**src/design/ltlv_pkg.sv**
```systemverilog
// Package for the LwM2M TLV stream parser.
// Holds result codes, item and result structs, and the result queue constants.
`timescale 1ns / 1ps

package ltlv_pkg;

    // result kinds
    localparam logic [1:0] KIND_HEADER = 2'd0;
    localparam logic [1:0] KIND_VALUE  = 2'd1;
    localparam logic [1:0] KIND_CUT    = 2'd2;

    // result queue: room for the two results one input item can cause, plus slack
    localparam int unsigned QDEPTH = 4;
    localparam int unsigned QAW    = $clog2(QDEPTH);

    typedef struct packed {
        logic [7:0] data_byte;
        logic       source_end;
    } t_in_item;

    typedef struct packed {
        logic [1:0]  kind;
        logic [1:0]  id_kind;
        logic [15:0] identifier;
        logic [23:0] value_length;
        logic [7:0]  value_byte;
        logic        entry_end;
    } t_result;

    // up to two results per accepted item; v1 is set only together with v0
    typedef struct packed {
        logic    v0;
        logic    v1;
        t_result r0;
        t_result r1;
    } t_res_pair;

endpackage

```
**src/design/ltlv_in_if.sv**
```systemverilog
// Input channel of the TLV parser: one source octet per item.
// Stand-alone; no package dependency.
`timescale 1ns / 1ps

interface ltlv_in_if;
    logic       valid;
    logic       ready;
    logic [7:0] data_byte;
    logic       source_end;

    modport source (output valid, output data_byte, output source_end, input ready);
    modport sink   (input valid, input data_byte, input source_end, output ready);
endinterface

```
**src/design/ltlv_out_if.sv**
```systemverilog
// Output channel of the TLV parser: one header, value or cut-short result per item.
// Stand-alone; no package dependency.
`timescale 1ns / 1ps

interface ltlv_out_if;
    logic        valid;
    logic        ready;
    logic [1:0]  kind;
    logic [1:0]  id_kind;
    logic [15:0] identifier;
    logic [23:0] value_length;
    logic [7:0]  value_byte;
    logic        entry_end;

    modport source (output valid, output kind, output id_kind, output identifier,
                    output value_length, output value_byte, output entry_end,
                    input ready);
    modport sink   (input valid, input kind, input id_kind, input identifier,
                    input value_length, input value_byte, input entry_end,
                    output ready);
endinterface

```
**src/design/ltlv_parser.sv**
```systemverilog
// TLV decode state machine: per accepted octet, updates the parse state and
// produces up to two results. Depends on ltlv_pkg.
`timescale 1ns / 1ps

module ltlv_parser (
    input  logic                i_clk,
    input  logic                i_rst_n,
    input  logic                i_accept,
    input  ltlv_pkg::t_in_item  i_item,
    output ltlv_pkg::t_res_pair o_res
);

    typedef enum logic [2:0] {
        PH_TYPE  = 3'd0,
        PH_ID_HI = 3'd1,
        PH_ID_LO = 3'd2,
        PH_LEN   = 3'd3,
        PH_VALUE = 3'd4
    } t_phase;

    t_phase      r_phase,  n_phase;
    logic [7:0]  r_hdr,    n_hdr;
    logic [15:0] r_ident,  n_ident;
    logic [1:0]  r_lol,    n_lol;
    logic [23:0] r_bytes,  n_bytes;

    ltlv_pkg::t_result w_main;
    ltlv_pkg::t_result w_cut;
    logic              w_main_v;
    logic [7:0]        w_b;
    logic [1:0]        w_lentype;
    logic [1:0]        w_lol_dec;
    logic [23:0]       w_len;
    logic [23:0]       w_left;

    assign w_b       = i_item.data_byte;
    assign w_lentype = r_hdr[4:3];
    assign w_len     = {r_bytes[15:0], w_b};
    assign w_lol_dec = (r_lol != 2'd0) ? r_lol - 2'd1 : 2'd0;
    assign w_left    = (r_bytes != 24'd0) ? r_bytes - 24'd1 : 24'd0;

    always_comb begin
        n_phase  = r_phase;
        n_hdr    = r_hdr;
        n_ident  = r_ident;
        n_lol    = r_lol;
        n_bytes  = r_bytes;
        w_main_v = 1'b0;
        w_main   = '0;

        case (r_phase)
            PH_ID_HI: begin
                n_ident = {w_b, 8'h00};
                n_phase = PH_ID_LO;
            end
            PH_ID_LO: begin
                n_ident = {r_ident[15:8], w_b};
                if (w_lentype == 2'd0) begin
                    n_bytes              = {21'd0, r_hdr[2:0]};
                    w_main_v             = 1'b1;
                    w_main.kind          = ltlv_pkg::KIND_HEADER;
                    w_main.value_length  = {21'd0, r_hdr[2:0]};
                    w_main.entry_end     = (r_hdr[2:0] == 3'd0);
                    n_phase              = (r_hdr[2:0] != 3'd0) ? PH_VALUE : PH_TYPE;
                end else begin
                    n_lol   = w_lentype;
                    n_bytes = 24'd0;
                    n_phase = PH_LEN;
                end
            end
            PH_LEN: begin
                n_bytes = w_len;
                n_lol   = w_lol_dec;
                if (w_lol_dec == 2'd0) begin
                    w_main_v            = 1'b1;
                    w_main.kind         = ltlv_pkg::KIND_HEADER;
                    w_main.value_length = w_len;
                    w_main.entry_end    = (w_len == 24'd0);
                    n_phase             = (w_len != 24'd0) ? PH_VALUE : PH_TYPE;
                end
            end
            PH_VALUE: begin
                n_bytes           = w_left;
                w_main_v          = 1'b1;
                w_main.kind       = ltlv_pkg::KIND_VALUE;
                w_main.value_byte = w_b;
                w_main.entry_end  = (w_left == 24'd0);
                if (w_left == 24'd0) begin
                    n_phase = PH_TYPE;
                end
            end
            default: begin
                // type byte; unused phase codes land here too
                n_hdr   = w_b;
                n_ident = 16'd0;
                n_lol   = 2'd0;
                n_bytes = 24'd0;
                n_phase = w_b[5] ? PH_ID_HI : PH_ID_LO;
            end
        endcase

        // results carry the entry fields as they stand after this octet
        w_main.id_kind    = n_hdr[7:6];
        w_main.identifier = n_ident;

        w_cut              = '0;
        w_cut.kind         = ltlv_pkg::KIND_CUT;
        w_cut.id_kind      = n_hdr[7:6];
        w_cut.identifier   = n_ident;
        w_cut.entry_end    = 1'b1;

        o_res.v0 = w_main_v;
        o_res.v1 = 1'b0;
        o_res.r0 = w_main;
        o_res.r1 = w_cut;

        // source ran out inside an entry
        if (i_item.source_end && (n_phase != PH_TYPE)) begin
            if (w_main_v) begin
                o_res.v1 = 1'b1;
            end else begin
                o_res.v0 = 1'b1;
                o_res.r0 = w_cut;
            end
            n_phase = PH_TYPE;
            n_lol   = 2'd0;
            n_bytes = 24'd0;
        end

        if (!i_accept) begin
            o_res.v0 = 1'b0;
            o_res.v1 = 1'b0;
        end
    end

    always_ff @(posedge i_clk) begin
        if (!i_rst_n) begin
            r_phase <= PH_TYPE;
            r_hdr   <= 8'd0;
            r_ident <= 16'd0;
            r_lol   <= 2'd0;
            r_bytes <= 24'd0;
        end else if (i_accept) begin
            r_phase <= n_phase;
            r_hdr   <= n_hdr;
            r_ident <= n_ident;
            r_lol   <= n_lol;
            r_bytes <= n_bytes;
        end
    end

    a_pair_order: assert property (@(posedge i_clk) disable iff (!i_rst_n)
        o_res.v1 |-> o_res.v0)
        else $error("second result without a first");

    a_second_is_cut: assert property (@(posedge i_clk) disable iff (!i_rst_n)
        o_res.v1 |-> (o_res.r1.kind == ltlv_pkg::KIND_CUT) && o_res.r1.entry_end)
        else $error("second result is not a cut-short result");

    a_cut_resets: assert property (@(posedge i_clk) disable iff (!i_rst_n)
        (i_accept && i_item.source_end) |=> (r_phase == PH_TYPE) && (r_bytes == 24'd0))
        else $error("parser not back at type byte after source end");

endmodule

```
**src/design/ltlv_res_queue.sv**
```systemverilog
// Result queue: takes up to two results per cycle, hands out one per cycle.
// Depends on ltlv_pkg.
`timescale 1ns / 1ps

module ltlv_res_queue (
    input  logic                i_clk,
    input  logic                i_rst_n,
    input  ltlv_pkg::t_res_pair i_res,
    input  logic                i_pop,
    output logic                o_room,
    output logic                o_valid,
    output ltlv_pkg::t_result   o_head
);

    localparam int unsigned CW = ltlv_pkg::QAW + 1;

    ltlv_pkg::t_result r_mem [ltlv_pkg::QDEPTH];
    logic [ltlv_pkg::QAW-1:0] r_wr, r_rd;
    logic [ltlv_pkg::QAW-1:0] w_wr1;
    logic [CW-1:0]            r_count, n_count;
    logic [CW-1:0]            w_push_n;
    logic                     w_pop;

    assign w_push_n = CW'(i_res.v0) + CW'(i_res.v1);
    assign w_wr1    = r_wr + ltlv_pkg::QAW'(1);
    assign o_valid  = (r_count != '0);
    assign w_pop    = i_pop && o_valid;
    assign o_head   = r_mem[r_rd];
    // two free slots needed, since one item may cause two results
    assign o_room   = (r_count <= CW'(ltlv_pkg::QDEPTH - 2));
    assign n_count  = r_count + w_push_n - CW'(w_pop);

    always_ff @(posedge i_clk) begin
        if (i_res.v0) begin
            r_mem[r_wr] <= i_res.r0;
        end
        if (i_res.v1) begin
            r_mem[w_wr1] <= i_res.r1;
        end
    end

    always_ff @(posedge i_clk) begin
        if (!i_rst_n) begin
            r_wr    <= '0;
            r_rd    <= '0;
            r_count <= '0;
        end else begin
            r_wr    <= r_wr + w_push_n[ltlv_pkg::QAW-1:0];
            r_rd    <= r_rd + ltlv_pkg::QAW'(w_pop);
            r_count <= n_count;
        end
    end

    a_no_overflow: assert property (@(posedge i_clk) disable iff (!i_rst_n)
        (w_push_n != '0) |-> (r_count + w_push_n <= CW'(ltlv_pkg::QDEPTH)))
        else $error("result queue overflow");

    a_count_range: assert property (@(posedge i_clk) disable iff (!i_rst_n)
        r_count <= CW'(ltlv_pkg::QDEPTH))
        else $error("result count out of range");

    a_ptr_track: assert property (@(posedge i_clk) disable iff (!i_rst_n)
        (r_wr - r_rd) == r_count[ltlv_pkg::QAW-1:0])
        else $error("queue pointers disagree with count");

endmodule

```
**src/design/lwm2m_tlv_stream_parser_top.sv**
```systemverilog
// Top level of the LwM2M TLV stream parser: input/output channels, parser, queue.
// Depends on ltlv_pkg, ltlv_in_if, ltlv_out_if, ltlv_parser, ltlv_res_queue.
//
// Usage:
//   i_in takes the TLV source one octet per item; source_end marks the last
//   octet of a source buffer. o_out gives one result per item: an entry header
//   (identifier kind, identifier, value length), then one value octet per item,
//   entry_end on the entry's last result. If a source ends inside an entry a
//   cut-short result follows; the consumer drops that entry.
//   A result is written to the queue as its octet is accepted and shows on o_out
//   once earlier results are taken. Throughput: one octet per cycle while
//   i_in.ready is high, as the parse state updates per octet. An octet that
//   ends a source mid-entry can cause two results, which leave o_out in turn.
//   Results pass through a four-entry queue; i_in.ready is high while two
//   slots are free, so input keeps flowing while results wait.
//   When o_out.ready is low, results collect in the queue and i_in.ready drops
//   once three or more wait; octets that cause no result still pass until then.
//   Nothing is lost.
//   Reset (i_rst_n low, synchronous) empties the queue and returns the parser
//   to expecting a type byte.
`timescale 1ns / 1ps

module lwm2m_tlv_stream_parser_top (
    input  logic              i_clk,
    input  logic              i_rst_n,
    ltlv_in_if.sink           i_in,
    ltlv_out_if.source        o_out
);

    ltlv_pkg::t_in_item  w_item;
    ltlv_pkg::t_res_pair w_res;
    ltlv_pkg::t_result   w_head;
    logic                w_room;
    logic                w_accept;
    logic                w_valid;

    assign i_in.ready          = w_room;
    assign w_accept            = i_in.valid && w_room;
    assign w_item.data_byte    = i_in.data_byte;
    assign w_item.source_end   = i_in.source_end;

    ltlv_parser u_parser (
        .i_clk    (i_clk),
        .i_rst_n  (i_rst_n),
        .i_accept (w_accept),
        .i_item   (w_item),
        .o_res    (w_res)
    );

    ltlv_res_queue u_queue (
        .i_clk   (i_clk),
        .i_rst_n (i_rst_n),
        .i_res   (w_res),
        .i_pop   (o_out.ready),
        .o_room  (w_room),
        .o_valid (w_valid),
        .o_head  (w_head)
    );

    assign o_out.valid        = w_valid;
    assign o_out.kind         = w_head.kind;
    assign o_out.id_kind      = w_head.id_kind;
    assign o_out.identifier   = w_head.identifier;
    assign o_out.value_length = w_head.value_length;
    assign o_out.value_byte   = w_head.value_byte;
    assign o_out.entry_end    = w_head.entry_end;

    a_accept_yields: assert property (@(posedge i_clk) disable iff (!i_rst_n)
        (w_accept && i_in.source_end) |=> w_valid)
        else $error("no result pending after an item that ended the source");

endmodule
```
**src/flat_wrapper.sv**
```systemverilog
// flat-port wrapper written by rule: the top's interface ports become plain ports
module lwm2m_tlv_stream_parser_top_flat 
  (i_clk, i_rst_n, i_in_valid, i_in_data_byte, i_in_source_end, i_in_ready, o_out_valid, o_out_kind, o_out_id_kind, o_out_identifier, o_out_value_length, o_out_value_byte, o_out_entry_end, o_out_ready);
  ltlv_in_if i_in_i ();
  ltlv_out_if o_out_i ();
  input  logic i_clk;
  input  logic i_rst_n;
  input wire logic [$bits(i_in_i.valid)-1:0] i_in_valid;
  input wire logic [$bits(i_in_i.data_byte)-1:0] i_in_data_byte;
  input wire logic [$bits(i_in_i.source_end)-1:0] i_in_source_end;
  output wire logic [$bits(i_in_i.ready)-1:0] i_in_ready;
  output wire logic [$bits(o_out_i.valid)-1:0] o_out_valid;
  output wire logic [$bits(o_out_i.kind)-1:0] o_out_kind;
  output wire logic [$bits(o_out_i.id_kind)-1:0] o_out_id_kind;
  output wire logic [$bits(o_out_i.identifier)-1:0] o_out_identifier;
  output wire logic [$bits(o_out_i.value_length)-1:0] o_out_value_length;
  output wire logic [$bits(o_out_i.value_byte)-1:0] o_out_value_byte;
  output wire logic [$bits(o_out_i.entry_end)-1:0] o_out_entry_end;
  input wire logic [$bits(o_out_i.ready)-1:0] o_out_ready;
  assign i_in_i.valid = i_in_valid;
  assign i_in_i.data_byte = i_in_data_byte;
  assign i_in_i.source_end = i_in_source_end;
  assign i_in_ready = i_in_i.ready;
  assign o_out_valid = o_out_i.valid;
  assign o_out_kind = o_out_i.kind;
  assign o_out_id_kind = o_out_i.id_kind;
  assign o_out_identifier = o_out_i.identifier;
  assign o_out_value_length = o_out_i.value_length;
  assign o_out_value_byte = o_out_i.value_byte;
  assign o_out_entry_end = o_out_i.entry_end;
  assign o_out_i.ready = o_out_ready;
  lwm2m_tlv_stream_parser_top u_core (.i_clk(i_clk), .i_rst_n(i_rst_n), .i_in(i_in_i), .o_out(o_out_i));
endmodule
```
**config.mk**
```make
export PLATFORM = sky130hd
export DESIGN_NAME = lwm2m_tlv_stream_parser_top_flat
export DESIGN_NICKNAME = d
export VERILOG_FILES = /design/src/design/ltlv_pkg.sv /design/src/design/ltlv_in_if.sv /design/src/design/ltlv_out_if.sv /design/src/design/ltlv_parser.sv /design/src/design/ltlv_res_queue.sv /design/src/design/lwm2m_tlv_stream_parser_top.sv /design/src/flat_wrapper.sv
export SDC_FILE = /design/constraint.sdc
export NUM_CORES = 1
export LEC_CHECK = 0
export ABC_AREA = 0
export BUFFER_PORTS_ARGS = -buffer_cell sky130_fd_sc_hd__buf_2
export CORE_ASPECT_RATIO = 1.4
export CORE_UTILIZATION = 33
export CTS_CLUSTER_DIAMETER = 150
export DETAILED_ROUTE_END_ITERATION = 7
export GPL_TIMING_DRIVEN = 0
export PLACE_DENSITY = 0.5
export SLEW_MARGIN = 20
export SYNTH_ARGS = -nofsm -noshare
export SYNTH_HDL_FRONTEND = slang
export SYNTH_SLANG_ARGS = --single-unit
```
**constraint.sdc**
```tcl
create_clock -name i_clk -period 5 [get_ports i_clk]
set_input_delay 1 -clock i_clk [delete_from_list [all_inputs] [get_ports i_clk]]
set_output_delay 1 -clock i_clk [all_outputs]
set_load 0.03 [all_outputs]
```
# --- Word level (Yosys, flattened, before mapping) ---
# Memories as Yosys holds them, arrays and structs flattened. A register that Yosys moved wholly into a read port is not among the register bits.
# Cells that the tools add are included.
# W data, S select, Z words.
word_totals:
  register_bits: 60
  ramBits: 212
  input_bits: 13
  word_cells: 84
  memories: 1
classes:
  add_sub_neg: 8
  magnitude_cmp: 1
  eq_ne: 7
  n_mux: 37
  n_bitwise: 1
  reduce_logical: 20
mem_list:
  columns: ["memory", "words", "width", "read_ports", "rd_clocked_by_memory_dff", "write_ports", "line_no", "text"]
  rows:
  - ["u_core.u_queue.r_mem", 4, 53, 1, 1, 2, "ltlv_res_queue.sv:17", "ltlv_pkg::t_result r_mem [ltlv_pkg::QDEPTH];"]
ops:
  columns: ["op", "count"]
  rows:
  - ["$pmux W24 S4", 1]
  - ["$mux W24", 3]
  - ["$mux W55", 1]
  - ["$mux W53", 1]
  - ["$logic_not A24 Y1", 2]
  - ["$pmux W16 S3", 1]
  - ["$pmux W24 S2", 1]
  - ["$reduce_bool A24 Y1", 2]
  - ["$sub A24 B1 Y24 const B", 1]
  - ["$mux W3", 7]
  - ["$mux W8", 2]
  - ["$mux W2", 6]
  - ["$pmux W3 S4", 1]
  - ["$mux W1", 10]
  - ["$reduce_bool A3 Y1", 3]
  - ["$eq A3 B2 Y1 const B", 2]
  - ["$pmux W1 S3", 2]
  - ["$pmux W2 S3", 1]
  - ["$logic_not A2 Y1", 2]
  - ["$reduce_and A2 Y1", 2]
  - ["$reduce_or A2 Y1", 2]
  - ["$reduce_or A4 Y1", 1]
  - ["$add A3 B3 Y3", 1]
  - ["$eq A3 B1 Y1 const B", 1]
  - ["other kinds (16)", 18]

# --- Depth between registers and ports, before layout ---
# Gate-level depths: netlist (run 1).
logic_depth:
  depth_word: 12
  depth_mapped: 22
  depth_no_buf: 19

# --- By module ---
# From an unflattened synthesis (run 1), not the netlist that was laid out.
hier_totals:
  cells_unflattened: 1050
  hier_area_um2: 14641.5
modules_own_cells:
  columns: ["mod", "instances", "cells_per_inst", "area_per_inst_um2", "seq_area_each_um2"]
  rows:
  - ["ltlv_res_queue", 1, 556, 10660.2, 6506.2]
  - ["ltlv_parser", 1, 493, 3975.1, 1041.0]
  - ["lwm2m_tlv_stream_parser_top", 1, 1, 6.3, 0.0]

# --- Worst setup path after synthesis (run 1) ---
# Ideal clock, no wire load.
synth_path:
  path_type: "reg-to-reg"
  start: "reg u_core.u_parser.r_bytes[16]"
  end: "reg u_core.u_queue.r_count[2]"
  arrival_ns: 4.210
  path_slack_ns: 0.676
  path_stages_with_launch: 20
  n_path_buf: 2
  path_cell_list: "dfxtp_1 buf_6 or4_4 or3_4 or4b_4 o31a_4 nor2_4 a21oi_2 buf_6 and3_1 ha_1 inv_1 ha_1 inv_1 ha_1 inv_1 fa_1 xor2_1 xnor2_1 and2_1"
synth_via:
  elab_chain_len: 12
  elab_cells_between_ends: 13
  classes_between: "4 x add/sub; 5 x mux; 4 x reduce/logical"
synth_lines:
  columns: ["item", "line_no", "text"]
  rows:
  - ["start: declaration", "ltlv_parser.sv:25", "logic [23:0] r_bytes, n_bytes;"]
  - ["start signal: assignment", "ltlv_parser.sv:148", "r_bytes <= n_bytes;"]
  - ["$sub A24 B1 Y24 or $reduce_bool A24 Y1 (tied branches)", "ltlv_parser.sv:40", "assign w_left = (r_bytes != 24'd0) ? r_bytes - 24'd1 : 24'd0;"]
  - ["$mux W24 *", "ltlv_parser.sv:40", null]
  - ["$logic_not A24 Y1 *", "ltlv_parser.sv:88", "if (w_left == 24'd0) begin"]
  - ["$mux W3 *", "ltlv_parser.sv:88", null]
  - ["$pmux W3 S4 *", "ltlv_parser.sv:51", "case (r_phase)"]
  - ["$reduce_bool A3 Y1 *", "ltlv_parser.sv:118", "if (i_item.source_end && (n_phase != PH_TYPE)) begin"]
  - ["$logic_and A1 B1 Y1 *", "ltlv_parser.sv:118", null]
  - ["$mux W55 *", "ltlv_parser.sv:118", null]
  - ["$mux W2 *", "ltlv_parser.sv:130", "if (!i_accept) begin"]
  - ["$add A1 B1 Y2 *", "ltlv_res_queue.sv:24", "assign w_push_n = CW'(i_res.v0) + CW'(i_res.v1);"]
  - ["$add A3 B3 Y3 *", "ltlv_res_queue.sv:31", "assign n_count = r_count + w_push_n - CW'(w_pop);"]
  - ["$sub A3 B1 Y3 *", "ltlv_res_queue.sv:31", null]
  - ["end signal: assignment", "ltlv_res_queue.sv:50", "r_count <= n_count;"]
  - ["end: declaration", "ltlv_res_queue.sv:20", "logic [CW-1:0] r_count, n_count;"]
# Every way passes the cells marked *; elsewhere a longest branch is shown, timed or not.
# A chain may end at the register's enable or synchronous reset.

# --- Worst setup path after layout (run 1) ---
layout_path:
  start: "reg u_core.u_parser.r_bytes[0]"
  end: "reg u_core.u_queue.r_count[2]"
layout_via:
  elab_chain_len: 12
  elab_cells_between_ends: 16
  classes_between: "4 x add/sub; 7 x mux; 5 x reduce/logical"
layout_lines:
  columns: ["item", "line_no"]
  rows:
  - ["$sub A24 B1 Y24 or $reduce_bool A24 Y1 (tied branches)", "ltlv_parser.sv:40"]
  - ["$mux W24", "ltlv_parser.sv:40"]
  - ["$logic_not A24 Y1", "ltlv_parser.sv:88"]
  - ["$mux W3", "ltlv_parser.sv:88"]
  - ["$pmux W3 S4 *", "ltlv_parser.sv:51"]
  - ["$reduce_bool A3 Y1 *", "ltlv_parser.sv:118"]
  - ["$logic_and A1 B1 Y1 *", "ltlv_parser.sv:118"]
  - ["$mux W55 *", "ltlv_parser.sv:118"]
  - ["$mux W2 *", "ltlv_parser.sv:130"]
  - ["$add A1 B1 Y2 *", "ltlv_res_queue.sv:24"]
  - ["$add A3 B3 Y3 *", "ltlv_res_queue.sv:31"]
  - ["$sub A3 B1 Y3 *", "ltlv_res_queue.sv:31"]
# Marked as above.

==> results_dict.tcl, run 1 <==
set metrics [dict create \
    status "completed" \
    clkPwrFrac_pct 34.3 \
    ys_seq_elements 271 \
    postLayoutCellArea_sq_um 15400 \
    p_int_mw 4.43 \
    tightest_slew_ps 973 \
    coreArea_sq_um 39600 \
    clock-root-buffer "clkbuf_16" \
    rsz0062_at_grt "true" \
    antenna_found_initial 0 \
    boundaryPins 68 \
    dp_hpwl_mm 30.5 \
    whs_ps 454 \
    synth_ff_type "dfxtp_1" \
    ys_top_cells_by_count "199 x dfxtp_1, 173 x nand2_1, 132 x nand3_1" \
    drt-total-wl_mm 43.2 \
    synth_nets 1399 \
    setup_violations 0 \
    yosysTopAreaCellShare_pct 29.9 \
    yosys-top-cells-area "dfxtp_1 30%, edfxtp_1 16%, mux4_2 9.0%" \
    synth.distinct_cells 72 \
    start_util_pct 33.7 \
    worst_setup_path_start_kind "register" \
    portBuffers 64 \
    pwr-share-seq_pct 38.0 \
    place_congestion 0.842 \
    drv_cap 0 \
    nets 1495 \
    ys.warnings.count 0 \
    hold_path_class "register to register" \
    yosysSeqAreaShare_pct 46.1 \
    cts_buffers 28 \
    finalHoldViolCount 0 \
    slew_headroom_pct 35.1 \
    max_stage_delay_ps 520 \
    power.share.switching_pct 33.6 \
    required_ps 5460 \
    synth_edf_count 72 \
    slew_violations 0 \
    crit_fanout 10 \
    grt_usage_pct 21.4 \
    die_w_um 172 \
    synth.avg_cell_area_sq_um 9.68 \
    total_power_mw 6.66 \
    crit_path_top_delay_cell "or3b_2" \
    ir_worst_vdd_mv 0.228 \
    routedWlPerCell_um 21.4 \
    vias_per_cell 5.46 \
    layout-drive-gt1-share_pct 19.1 \
    h-tree-depth 1 \
    grt_overflow 0 \
    die_y_um 240 \
    worstPathCellList "clkbuf_4, inv_1, ha_1, or3b_2, o31a_1, nor4_2, nand4_1, nor3_4, a21oi_2, buf_6, and3_1, ha_1, inv_1, ha_1, inv_1, ha_1, inv_1, fa_1, xor2_1, xnor2_1, and2_1" \
    async_reset_ff_share_pct 0 \
    clk_latency_ps 570 \
    cts.path.max_buffers 3 \
    first_iter_violations 818 \
    path_delay_family "simple AND/OR/NAND/NOR gates" \
    max_freq_ghz 0.205 \
    via_count 11100 \
    die-area_sq_um 41200 \
    yosysMostFrequentCell "dfxtp_1" \
    combinationalPowerShare_pct 27.7 \
    cts_num_sinks 271 \
    p_leak_nw 5.39 \
    critPathBufInv 6 \
    synthToLayoutAreaGrowth_pct 15.7 \
    drcViolationCount 0 \
    critical_path_class "register to register" \
    ant_nets 0 \
    switchingPower_mw 2.24 \
    row_count 86 \
    grt_pass1_wl_mm 66.7 \
    grt_pass1_vias 11100 \
    yosys.area.top_type "dfxtp_1" \
    arrival_ps 5350 \
    crit_path_end_kind "register" \
    grt_max_degree 19 \
    cts_tree "done" \
    fin_crit_sh_pct 97.7 \
    num_antenna_cells 0 \
    placed_cell_area_sq_um 14300 \
    fin_ws_ps 115 \
    period_needed_ps 4880 \
    powerDensity_nw_per_um2 432 \
    synth_area_sq_um 13300 \
    dr.pass1.iters 6 \
    place_ws_ps -572 \
    clkSlewWorstSetupHoldPaths_ps 60 \
    fin_worst_skew_ps 19.5 \
    netlist_instances 1377 \
]
==> registers in the layout, summed over array words and instances, names as in the netlist <==
signal / count
u_core.u_parser.r_lol: 2
u_core.u_parser.r_bytes: 24
u_core.u_parser.r_hdr: 7
u_core.u_queue.r_rd: 2
u_core.u_queue.r_mem: 212
u_core.u_queue.r_wr: 2
u_core.u_queue.r_count: 3
u_core.u_parser.r_ident: 16
u_core.u_parser.r_phase: 3
==> timing repair <==
item                       CTS  global route
setup endpoints to repair   39            20
hold buffers                 0             0
setup buffers                2             0
pin swaps                    3             4
gates resized for setup      7            10
==> cells by family after synthesis <==
group | count (synthesis) | synth area share (%)
buffers and inverters | 158 | 5.66
AOI/OAI and AO/OA | 328 | 17.4
adders and majority gates | 9 | 0.901
and+or+nand+nor | 527 | 18.8
xor gates and xnor gates | 21 | 1.38
muxes | 63 | 9.70
DFF | 271 | 46.1
==> power by group through the flow <==
stage	Combinational (mW)	Clock (mW)	Sequential, mW
after floorplan	1.29	0	2.54
after global placement	1.78	0	2.57
after detailed placement	1.79	0	2.57
after CTS	1.82	2.32	2.53
after global routing	2.01	2.40	2.55
final	1.84	2.28	2.53
==> per-stage QoR <==
| step | cells | util (%) | setup TNS, ps |
|---|---|---|---|
| after floorplan | 1377 | - | 0 |
| after global placement | 1969 | 36.1 | -19420 |
| after detailed placement | 1970 | 36.2 | -3140 |
| after CTS | 2023 | 38.9 | 0 |
| after global routing | 2023 | 39.0 | -96.1 |
| final | 2023 | 39.0 | 0 |
==> path summary, 6_finish.rpt <==
check / startpoint / end / slack [ps] / depth (start not counted)
worst max-delay path: u_core.u_parser.r_bytes[0] / u_core.u_queue.r_count[2] / 120 / 21
worst min register to register: u_core.u_queue.r_mem[0][8] / u_core.u_queue.r_mem[0][8] / 450 / 2
worst max register to register: u_core.u_parser.r_bytes[0] / u_core.u_queue.r_count[2] / 120 / 21
worst min-delay path: u_core.u_queue.r_mem[0][8] / u_core.u_queue.r_mem[0][8] / 450 / 2
==> routing by layer <==
layer / part of all wire [%] / GRT usage (%)
met5: 0 / 0
met4: 4.6 / 10.2
met3: 4.3 / 3.01
met2: 51 / 38.2
met1: 40 / 24.9
==> layout by cell type (no fill, tap or decap), types with 13 or more instances in the layout <==
master,instances
a21oi_1,104
a211oi_1,46
nor2_1,108
buf_6,20
edfxtp_1,72
inv_1,13
dfxtp_1,199
clkbuf_1,110
a21oi_2,63
clkbuf_16,29
o21ai_0,18
nand2_1,173
xor2_1,15
nand3_1,131
nand2b_1,23
nor3_1,15
a22oi_1,31
o211a_1,17
buf_2,67
mux4_2,53
==> worst reg2reg max path, stage by stage, from the launching register on <==
cell and delay [ps]:
dfxtp_1 350, clkbuf_4 240, inv_1 110, ha_1 230, or3b_2 530, o31a_1 290, nor4_2 280, nand4_1 270
nor3_4 270, a21oi_2 140, buf_6 170, and3_1 180, ha_1 360, inv_1 60, ha_1 280, inv_1 50
ha_1 130, inv_1 50, fa_1 370, xor2_1 160, xnor2_1 120, and2_1 150
==> final cells by class <==
type                       count  area (sq um)
multi-input combinational    948          6520
sequential                   271          6150
fill                        4005         24200
inverter                      14          56.3
clock buffer                  36           782
buffer                       143           704
tap                          528           661
timing repair buffer          67           347
clock inverter                16           210
Power figures use the tool's default switching activity.
==> run 2, diff against run 1 <==
- CORE_ASPECT_RATIO: 1.4 -> 1.2
- clock period: 5 -> 6.1 ns (I/O delays scaled with it)
==> results_dict.tcl, run 2 (synthesis gave the netlist of run 1 again) <==
set metrics [dict create \
    final_core_utilization_pct 38.5 \
    postLayoutCellArea_sq_um 15300 \
    num_antenna_cells 0 \
    slew_violations 0 \
    status "completed" \
    required_ps 6570 \
    ant_nets 0 \
    grt_overflow 0 \
    portBuffers 64 \
    drcViolationCount 0 \
    top_regs "u_core.u_queue.r_mem (212), u_core.u_parser.r_bytes (24), u_core.u_parser.r_ident (16)" \
    coreArea_sq_um 39800 \
    dp_hpwl_mm 29.6 \
    final_cell_mix "199 x dfxtp_1, 173 x nand2_1, 132 x nand3_1" \
    top_register "u_core.u_queue.r_mem" \
    cts_buffers 29 \
    p_leak_nw 5.37 \
    tightest_slew_ps 963 \
    place_congestion 0.812 \
    clk_latency_ps 580 \
    first_iter_violations 771 \
    worst_setup_path_start_kind "register" \
    cts_tree "done" \
    final_common_cell "dfxtp_1" \
    placed_cell_area_sq_um 14400 \
    powerDensity_nw_per_um2 352 \
    multi_input_area_sq_um 6460 \
    ir_worst_vdd_mv 0.212 \
    die_w_um 185 \
    grt_max_degree 19 \
    fin_crit_sh_pct 90.7 \
    routedWlPerCell_um 21.2 \
    grt_usage_pct 21.0 \
    crit_path_end_kind "register" \
    max_freq_ghz 0.181 \
    slew_headroom_pct 35.8 \
    fill_cells 4090 \
    row_count 80 \
    post_cts_buffers 0 \
    crit_fanout 10 \
    drt-total-wl_mm 43.0 \
    seq_area_sq_um 6150 \
    critical_path_class "register to register" \
    layout-drive-gt1-share_pct 18.2 \
    h-tree-depth 1 \
    antenna_found_initial 1 \
    start_util_pct 33.5 \
    boundaryPins 68 \
    dr.pass1.iters 5 \
    r2r_setup_slack_ps 560 \
    setup_tns_ps 0 \
    largest_register_ffs 212 \
    clock-root-buffer "clkbuf_16" \
    arrival_ps 6010 \
    cts_resized 0 \
    synthToLayoutAreaGrowth_pct 15.0 \
    cp-startpoint "u_core.u_parser.r_bytes[0]" \
    rr_endpoint "u_core.u_queue.r_count[2]" \
    die_y_um 222 \
    cts.path.max_buffers 3 \
    nets 1495 \
    reg2reg_from "u_core.u_parser.r_bytes[0]" \
    finalHoldViolCount 0 \
    reg2regPathDepth 21 \
    fin_worst_skew_ps 7.98 \
    die-area_sq_um 41200 \
    whs_ps 455 \
    grt_pass1_wl_mm 66.0 \
    setup_violations 0 \
    hold_path_class "register to register" \
    vias_per_cell 5.34 \
    rsz0062_at_grt "false" \
    via_count 10800 \
    cts_hold_buf 0 \
    period_needed_ps 5540 \
    crit_end "u_core.u_queue.r_count[2]" \
    clkSlewWorstSetupHoldPaths_ps 60 \
    grt_pass1_vias 10900 \
    cts_num_sinks 271 \
    drv_cap 0 \
]
[run 2: cell count changes in the layout (fill, tap and decap cells not counted), sizes merged]
| cell | delta |
|---|---|
| clkinv | +1 |
| clkinvlp | -3 |
| buf | -2 |
| bufinv | -1 |
| clkbuf | +4 |
| inv | +2 |
[run 2: area by class of cell]
class | count | area share (%)
buffer | 144 | 4.59
clock buffer | 39 | 5.24
clock inverter | 15 | 1.14
inverter | 14 | 0.343
multi-input combinational | 948 | 42.1
sequential | 271 | 40.1
tap | 533 | 4.35
timing repair buffer | 65 | 2.16
[run 2: power by group]
group	internal (mW)	switching (mW)	leakage [nW]
clock	1.09	0.764	0.480
sequential	1.99	0.0835	2.39
combinational	0.504	0.966	2.50
total	3.58	1.81	5.37
[run 2: worst min-delay path by stage]
stage                           startpoint                           to  slack, ps  depth (start not counted)
3_5_place_dp   u_core.u_queue.r_mem[0][25]  u_core.u_queue.r_mem[0][25]        450                          2
3_3_place_gp   u_core.u_queue.r_mem[2][14]  u_core.u_queue.r_mem[2][14]        440                          2
2_1_floorplan  u_core.u_queue.r_mem[2][52]  u_core.u_queue.r_mem[2][52]        430                          1
5_1_grt         u_core.u_queue.r_mem[2][2]   u_core.u_queue.r_mem[2][2]        470                          2
4_1_cts        u_core.u_queue.r_mem[0][25]  u_core.u_queue.r_mem[0][25]        460                          2
6_report        u_core.u_queue.r_mem[2][3]   u_core.u_queue.r_mem[2][3]        450                          2
[run 2: critical path, cell delays in order, from the launching register on]
cell and delay (ps):
dfxtp_1 350, clkbuf_1 330, inv_1 170, ha_1 240, clkbuf_1 350, nand3_1 310
nor4_1 440, a311oi_1 240, nor4_1 690, a21oi_2 200, buf_6 190, and3_1 180
ha_1 360, inv_1 60, ha_1 280, inv_1 60, ha_1 130, inv_1 50
fa_1 380, xor2_1 160, xnor2_1 120, and2_1 150
[run 2: per-stage QoR]
stage / power (mW) / std cells / setup slack, ps
floorplan: 3.14 / 1377 / 1590
CTS: 5.43 / 2029 / 533
global placement: 3.56 / 1974 / 556
detailed placement: 3.58 / 1975 / 589
global route: 5.64 / 2029 / 170
finish: 5.39 / 2029 / 564
[run 2: metal layers]
metal	wire, um	GRT usage (%)	up-vias
li1	-	-	5183
met1	18600	27.0	5348
met2	21300	35.9	251
met3	1910	2.85	55
met4	1170	6.66	2
met5	13	0	-
